--- src/hdl/dsct_pkg.sv ---
// Package: types, codes and defaults for the delayed-start cook timer.
package dsct_pkg;

  localparam int TIME_BITS_DEFAULT = 32;
  localparam int FIELD_W           = 32;
  localparam int COOK_W            = 31;
  localparam int CODE_W            = 3;

  typedef enum logic [CODE_W-1:0] {
    PH_IDLE     = 3'd0,
    PH_WAITING  = 3'd1,
    PH_COOKING  = 3'd2,
    PH_FINISHED = 3'd3,
    PH_ERROR    = 3'd4
  } phase_t;

  localparam logic [CODE_W-1:0] ACT_TICK      = 3'd0;
  localparam logic [CODE_W-1:0] ACT_START_NOW = 3'd1;
  localparam logic [CODE_W-1:0] ACT_START_AT  = 3'd2;
  localparam logic [CODE_W-1:0] ACT_FINISH_BY = 3'd3;
  localparam logic [CODE_W-1:0] ACT_ADVANCE   = 3'd4;

  typedef struct packed {
    logic [CODE_W-1:0]  action;
    logic [FIELD_W-1:0] now;
    logic [FIELD_W-1:0] time_value;
  } item_t;

  typedef struct packed {
    logic [CODE_W-1:0]         phase;
    logic signed [FIELD_W-1:0] remaining;
  } result_t;

endpackage

--- src/hdl/dsct_step.sv ---
// Per-item step logic: phase transition, begin time update and result fields.
module dsct_step #(
  parameter int TIME_BITS = dsct_pkg::TIME_BITS_DEFAULT
) (
  input  dsct_pkg::item_t                     item,
  input  logic [dsct_pkg::COOK_W-1:0]         cook_duration,
  input  dsct_pkg::phase_t                    phase,
  input  logic [((TIME_BITS < 32) ? TIME_BITS : 32)-1:0] begin_time,
  output dsct_pkg::phase_t                    phase_next,
  output logic [((TIME_BITS < 32) ? TIME_BITS : 32)-1:0] begin_time_next,
  output dsct_pkg::result_t                   result
);

  localparam int TB = (TIME_BITS < 32) ? TIME_BITS : 32;

  logic [dsct_pkg::FIELD_W-1:0] now_m;
  logic [dsct_pkg::FIELD_W-1:0] begin_ext;
  logic [dsct_pkg::FIELD_W-1:0] elapsed;
  logic [dsct_pkg::FIELD_W-1:0] finish_start;
  logic [dsct_pkg::FIELD_W-1:0] begin_next_ext;
  logic                         start_due;
  logic                         cook_done;
  logic                         timed_ok;

  assign now_m          = dsct_pkg::FIELD_W'(item.now[TB-1:0]);
  assign begin_ext      = dsct_pkg::FIELD_W'(begin_time);
  assign elapsed        = now_m - begin_ext;
  assign finish_start   = item.time_value - {1'b0, cook_duration};
  assign start_due      = now_m >= begin_ext;
  assign cook_done      = !elapsed[dsct_pkg::FIELD_W-1] &&
                          (elapsed[dsct_pkg::COOK_W-1:0] >= cook_duration);
  assign timed_ok       = (phase == dsct_pkg::PH_IDLE) || (phase == dsct_pkg::PH_WAITING);
  assign begin_next_ext = dsct_pkg::FIELD_W'(begin_time_next);

  always_comb begin
    phase_next      = phase;
    begin_time_next = begin_time;
    unique case (item.action)
      dsct_pkg::ACT_TICK: begin
        if (phase == dsct_pkg::PH_WAITING) begin
          if (start_due) begin
            phase_next      = dsct_pkg::PH_COOKING;
            begin_time_next = item.now[TB-1:0];
          end
        end else if (phase == dsct_pkg::PH_COOKING) begin
          if (cook_done) begin
            phase_next = dsct_pkg::PH_FINISHED;
          end
        end
      end
      dsct_pkg::ACT_START_NOW: begin
        phase_next      = dsct_pkg::PH_COOKING;
        begin_time_next = item.now[TB-1:0];
      end
      dsct_pkg::ACT_START_AT: begin
        if (timed_ok) begin
          phase_next      = dsct_pkg::PH_WAITING;
          begin_time_next = item.time_value[TB-1:0];
        end
      end
      dsct_pkg::ACT_FINISH_BY: begin
        if (timed_ok) begin
          phase_next      = dsct_pkg::PH_WAITING;
          begin_time_next = finish_start[TB-1:0];
        end
      end
      dsct_pkg::ACT_ADVANCE: begin
        if ((phase == dsct_pkg::PH_ERROR) || (phase == dsct_pkg::PH_FINISHED)) begin
          phase_next = dsct_pkg::PH_IDLE;
        end else if (phase == dsct_pkg::PH_WAITING) begin
          phase_next      = dsct_pkg::PH_COOKING;
          begin_time_next = item.now[TB-1:0];
        end
      end
      default: begin
        phase_next      = phase;
        begin_time_next = begin_time;
      end
    endcase
  end

  always_comb begin
    result.phase = phase_next;
    if (phase_next == dsct_pkg::PH_COOKING) begin
      result.remaining = {1'b0, cook_duration} - (now_m - begin_next_ext);
    end else if (phase_next == dsct_pkg::PH_WAITING) begin
      result.remaining = begin_next_ext - now_m;
    end else begin
      result.remaining = '0;
    end
  end

endmodule

--- src/hdl/delayed_start_cook_timer_top.sv ---
// Top level: input register, phase and begin-time state, result register.
// An item goes into the input register, then through the step logic into the result register.
// Throughput: one item per cycle when not stalled; step logic is one compare/subtract pass.
// State and result registers advance on a held item when the result side is empty or taken.
// Synchronous reset: phase idle, begin time 0, cook duration 0, both stages empty.
module delayed_start_cook_timer_top #(
  parameter int TIME_BITS = dsct_pkg::TIME_BITS_DEFAULT
) (
  input  logic                        clk,
  input  logic                        rst,
  input  logic                        item_valid,
  output logic                        item_ready,
  input  dsct_pkg::item_t             item,
  output logic                        result_valid,
  input  logic                        result_ready,
  output dsct_pkg::result_t           result,
  input  logic                        cfg_we,
  input  logic [dsct_pkg::COOK_W-1:0] cfg_wdata
);

  localparam int TB = (TIME_BITS < 32) ? TIME_BITS : 32;

  logic                        item_held;
  dsct_pkg::item_t             item_q;
  logic [dsct_pkg::COOK_W-1:0] cook_duration;
  dsct_pkg::phase_t            phase;
  logic [TB-1:0]               begin_time;
  dsct_pkg::phase_t            phase_next;
  logic [TB-1:0]               begin_time_next;
  dsct_pkg::result_t           step_result;
  logic                        step_go;

  assign step_go    = item_held && (!result_valid || result_ready);
  assign item_ready = !item_held || step_go;

  dsct_step #(
    .TIME_BITS (TIME_BITS)
  ) u_step (
    .item            (item_q),
    .cook_duration   (cook_duration),
    .phase           (phase),
    .begin_time      (begin_time),
    .phase_next      (phase_next),
    .begin_time_next (begin_time_next),
    .result          (step_result)
  );

  always_ff @(posedge clk) begin
    if (rst) begin
      cook_duration <= '0;
    end else if (cfg_we) begin
      cook_duration <= cfg_wdata;
    end
  end

  always_ff @(posedge clk) begin
    if (rst) begin
      item_held <= 1'b0;
    end else if (item_ready) begin
      item_held <= item_valid;
    end
  end

  always_ff @(posedge clk) begin
    if (item_ready && item_valid) begin
      item_q <= item;
    end
  end

  always_ff @(posedge clk) begin
    if (rst) begin
      phase      <= dsct_pkg::PH_IDLE;
      begin_time <= '0;
    end else if (step_go) begin
      phase      <= phase_next;
      begin_time <= begin_time_next;
    end
  end

  always_ff @(posedge clk) begin
    if (rst) begin
      result_valid <= 1'b0;
    end else if (step_go) begin
      result_valid <= 1'b1;
    end else if (result_ready) begin
      result_valid <= 1'b0;
    end
  end

  always_ff @(posedge clk) begin
    if (step_go) begin
      result <= step_result;
    end
  end

endmodule
--- config.mk ---
export PLATFORM = sky130hd
export DESIGN_NAME = delayed_start_cook_timer_top
export DESIGN_NICKNAME = d
export VERILOG_FILES = /design/src/hdl/dsct_pkg.sv /design/src/hdl/dsct_step.sv /design/src/hdl/delayed_start_cook_timer_top.sv
export SDC_FILE = /design/constraint.sdc
export NUM_CORES = 1
export LEC_CHECK = 0
export BUFFER_PORTS_ARGS = -buffer_cell sky130_fd_sc_hd__buf_2
export CAP_MARGIN = 10
export CORE_MARGIN = 3
export CORE_UTILIZATION = 53
export DETAILED_ROUTE_END_ITERATION = 8
export HOLD_SLACK_MARGIN = 0.1
export PLACE_DENSITY = 0.73
export SLEW_MARGIN = 20
export SYNTH_ARGS = -nofsm -noshare
export SYNTH_HDL_FRONTEND = slang
export SYNTH_SLANG_ARGS = --single-unit
--- constraint.sdc ---
create_clock -name clk -period 7.3 [get_ports clk]
set_clock_uncertainty 0.05 [all_clocks]
set_input_delay 1.46 -clock clk [delete_from_list [all_inputs] [get_ports clk]]
set_output_delay 1.46 -clock clk [all_outputs]
set_load 0.005 [all_outputs]
* Word level (Yosys, flattened, before mapping)
Index checks and enable logic that the tools add are counted.
Storage, ports and cells: register bits 170, input bits 103, logic and storage cells 60
Operators by class: $lt $le $gt $ge 2, reductions and logical operators 14, eq/ne operators 10, $add $sub $neg 5, multiplexer cells 19
Operators by type and width (count):
- $mux W32 | 8
- $pmux W32 S5 | 1
- $sub A32 B32 Y32 | 3
- $ge A32 B32 Y1 | 1
- $sub A31 B32 Y32 | 1
- $sub A32 B31 Y32 | 1
- $ge A31 B31 Y1 | 1
- $mux W3 | 7
- $eq A3 B2 Y1 const B | 5
- $pmux W3 S4 | 1
- $eq A3 B1 Y1 const B | 3
- $eq A3 B3 Y1 const B | 2
- $logic_not A3 Y1 | 2
- $logic_or A1 B1 Y1 | 4
- $logic_and A1 B1 Y1 | 3
- $logic_not A1 Y1 | 3
- $mux W1 | 2
- $reduce_bool A2 Y1 | 1
- $reduce_or A2 Y1 | 1

* Depth between registers and ports, before layout
depth in word-level cells 10, gate-level depth with buffers 31

* By module
From an unflattened synthesis, not the netlist that was laid out.
Second synthesis, totals: cell total of the unflattened synthesis 1604, area, all modules 15033.2 sq um
By module, submodules not included:
- dsct_step | seq. area each 0.0 sq um, cells each 1240, instances 1, area an instance 9220.1 sq um
- delayed_start_cook_timer_top | seq. area each 4424.2 sq um, cells each 364, instances 1, area an instance 5813.1 sq um

* Worst setup path after synthesis
No wires, ideal clock.
path type reg2reg, from register item_q[32] (netlist bit), to register result[31] (netlist bit), data pin, path buffers 1, cell stages (with the launch flop) 29, clock period less this slack 6.494 ns, data required time 6.978 ns, data arrival time 6.173 ns, path slack 0.806 ns, setup time 0.272 ns, cell sequence edfxtp_1 inv_1 ha_1 fa_1 nor2b_1 o2111ai_1 a31oi_1 o21ai_0 nand4b_1 a21oi_1 or3_1 a21oi_1 a21oi_1 clkbuf_1 a221o_1 fa_1 ha_1 a21o_1 a21oi_1 o21ai_0 or3_1 a41o_1 o211ai_1 nand3_1 a41oi_1 o41ai_1 a21oi_1 xor2_1 o22ai_1
RTL lines:
- start: declaration | RTL line delayed_start_cook_timer_top.sv:24 | dsct_pkg::item_t item_q;
- start signal: assignment | RTL line delayed_start_cook_timer_top.sv:66 | item_q <= item;
- end signal: assignment | RTL line delayed_start_cook_timer_top.sv:92 | result <= step_result;
- end: declaration | RTL line delayed_start_cook_timer_top.sv:16 | output dsct_pkg::result_t result,

==> summary.txt <==
GRT
  – Initial antenna violation count: 0
  – First-pass GRT wire length: between 60000 and 70000 um
  – Gr usage total: 30.0%
  – Vias in the first global route: around 12000
  – Overflow after GRT: 0
  – Largest net degree at the start of global routing: between 60 and 70

Worst setup path
  – Worst setup EP type: flop
  – Crit-path most repeated cell: a21oi_2
  – FF-to-FF path depth: 29
  – Setup crit start: item_q[32]$_DFFE_PP_
  – Crit path kind: flop to flop
  – Startpoint Class: flop
  – Critical Path AT: between 7 and 8 ns
  – Crit path to: result[31]$_DFFE_PP_
  – Slowest stage delay, CP: 0.51 ns
  – Reg-to-Reg Start: item_q[32]$_DFFE_PP_
  – Critical Path RT: ~7.4 ns
  – Flop-to-flop setup slack: around 0.29 ns
  – R2R Path End: result[31]$_DFFE_PP_
  – Cell at the slowest stage of the critical path: fa_1
  – Worst Path Max Fanout: 8

Layout
  – Layout cells sized above 1: between 10% and 20%
  – Commonest non-fill, non-tap cell in the layout: ha_1
  – Ant diodes: 0
  – Non-filler instance count after layout: 2127
  – Area grow syn2layout: 13.7%
  – Final net count: 2073
  – Most frequent cells in the layout: ha_1 (155), inv_1 (153), nor2_1 (146), a21oi_1 (141), buf_2 (138)

Power and ir drop
  – Maximum VDD drop: 0.000175 V
  – Switching Share: between 30 and 40%
  – Sequential share of power: between 30% and 40%
  – Leak: about 7.4 nW
  – Clock share of power: a little over a quarter
  – Pwr/cell area: 225 nW/um^2
  – Total net switching power: around 0.0013 W
  – Internal Pwr Total: around 0.0024 W
  – Comb pwr share: between 40 and 50%

Clock network
  – Longest Clk Path Bufs: 2
  – Clock transition at the registers of the reported paths: 0.07 ns
  – Htree depth: 4
  – Root buffer selected by CTS: clkbuf_16
  – Clk sink count: between 150 and 200
  – Worst skew pair latency: approximately 0.45 ns
  – CTS tree: done
  – CTS buffer count: 17
  – Hold Buf Count CTS: 0

Yosys
  – Seq/Total Area, Yosys: between 30% and 40%
  – Async SR Flop Fraction: 0%
  – Most used DFF post-synth: edfxtp_1
  – Syn Inst Count: ~1600
  – EDFF count, synth: between 100 and 150
  – Syn Std Cell Area: around 14000 um^2
  – Flops & latches, synth: 170
  – Syn nets: just under 2000
  – Syn avg cell area: 8.87 um^2
  – Netlist cell types: 69
  – Synth warnings: 0

Timing
  – Highest Clock Rate: approximately 0.14 GHz
  – RSZ-0062 raised after global routing: true
  – Slew margin rel.: roughly a quarter
  – Worst Tran Pin Value: ~1.1 ns
  – Final Slew Violations: 0
  – Final Hold Viols: 0
  – Setup Viol. Count Final: 0
  – Sum Neg Setup Slack: 0 ns
  – Min Tclk post-route: between 7 and 8 ns
  – Hold_ws: 0.438 ns
  – Final period util: roughly 96%

Route
  – DR vias/cell: 6.11
  – Via count: around 13000
  – WL final: about 44000 um
  – Remaining routing DRC violations: 0
  – 1st-iter DRT viols: around 1300
  – Drt first pass iters: 6
  – Avg WL per Cell: 20.8 um
  – Antenna viol nets, final: 0

Worst hold path
  – WHS Path Cells: 2
  – HP Class: flop to flop

Die
  – Core area: 26400 um^2
  – Die height: ~170 um
  – Starting density of the core: between 50% and 60%
  – Die X-Extent: around 170 um
  – Die area: around 29000 um^2
  – Row Count: 59
  – I/O pin cnt: 140

Placement
  – Placed cells: roughly 2100
  – Port bufs: about 140
  – Final RePlAce weighted congestion: roughly 0.92
  – Post-DP HPWL: ~34000 um

Run status
  – Status: complete, no violations

Job
  – Max-cap violations: 0
-- registers in the layout, summed over array words and instances (netlist names) --
name / count
item_held: 1
cook_duration: 31
result_valid: 1
begin_time: 32
result: 35
phase: 3
item_q: 67
-- power by group through the flow --
| stage | clock (W) | combinational (W) | sequential [W] |
|---|---|---|---|
| after detailed placement | 0 | 0.00147 | 0.00117 |
| after CTS | 0.00103 | 0.00149 | 0.00115 |
| after floorplan | 0 | 0.00111 | 0.00115 |
| final | 0.00101 | 0.00153 | 0.00115 |
| after global placement | 0 | 0.00145 | 0.00117 |
| after global routing | 0.00106 | 0.00170 | 0.00116 |
-- per-layer routing --
metal	vias to the layer above	global-route usage, %	part of all wire, %
met4	0	8.26	2.3
li1	6235	-	-
met3	61	5.61	8.0
met2	527	46.6	44
met1	6179	43.2	46
met5	-	0	0
-- kinds of logic after synthesis --
kind of cell	Yosys count	share of synthesized area [%]
adder cells (fa/ha/maj)	190	18.2
XOR/XNOR	105	6.46
AND/OR/NAND/NOR	421	13.6
multiplexers	44	3.06
buffers and inverters	203	5.31
AO/OA/AOI/OAI	500	22.8
flip-flops	170	30.6
-- worst min-delay path by stage --
stage | from | endpoint | slack, ns
after floorplan | begin_time[14]$_SDFFE_PP0P_ | begin_time[14]$_SDFFE_PP0P_ | 0.40
after global placement | begin_time[14]$_SDFFE_PP0P_ | begin_time[14]$_SDFFE_PP0P_ | 0.42
after detailed placement | begin_time[14]$_SDFFE_PP0P_ | begin_time[14]$_SDFFE_PP0P_ | 0.42
after CTS | begin_time[14]$_SDFFE_PP0P_ | begin_time[14]$_SDFFE_PP0P_ | 0.43
after global routing | begin_time[14]$_SDFFE_PP0P_ | begin_time[14]$_SDFFE_PP0P_ | 0.45
final | begin_time[8]$_SDFFE_PP0P_ | begin_time[8]$_SDFFE_PP0P_ | 0.44
-- through the flow --
| step | setup slack (ns) | utilization [%] | cell area [um^2] | total power [W] |
|---|---|---|---|---|
| after CTS | 0.0185 | 61.8 | 16300 | 0.00367 |
| after global routing | -0.0521 | 62.3 | 16500 | 0.00392 |
| final | 0.285 | 62.3 | 16500 | 0.00370 |
| after detailed placement | 0.0384 | 59.4 | 15700 | 0.00265 |
| after global placement | 0.0558 | 59.4 | 15700 | 0.00262 |
| after floorplan | 0.806 | - | 14500 | 0.00226 |
-- synth_stat cells (36+ instances only) --
cell type | count | area share [%]
o21ai_0 | 73 | 2.5
nor3_1 | 38 | 1.3
xnor2_1 | 68 | 4.1
mux2i_1 | 42 | 2.9
inv_1 | 154 | 4.0
nand2_1 | 103 | 2.7
clkbuf_1 | 40 | 1.0
nor2_1 | 146 | 3.8
dfxtp_1 | 68 | 9.4
a21oi_1 | 146 | 5.0
edfxtp_1 | 102 | 21
a21o_1 | 74 | 3.8
ha_1 | 156 | 13
xor2_1 | 36 | 2.2
-- critical path, delay by kind of cell (launching register included) --
kind | cells | cell delay (ns)
compound gates | 16 | 2.88
xor+xnor | 1 | 0.15
fa+ha+maj | 4 | 1.46
buf+inv | 3 | 0.44
flops | 1 | 0.39
simple gates | 5 | 1.37
-- area by class of cell --
cell class | instances | area (um^2)
clock buffer | 26 | 533
clock inverter | 5 | 103
fill | 2357 | 9970
inverter | 154 | 578
multi-input combinational | 1260 | 9410
sequential | 170 | 4420
tap | 335 | 419
timing repair buffer | 177 | 991
-- what timing repair did --
action / in CTS / in global routing
cloned: 0 / 0
endpoints found under the setup margin: 3 / 32
setup buffers: 0 / 1
pin swaps: 1 / 6
gates resized for setup: 1 / 26
(Power assumes the default switching activity.)
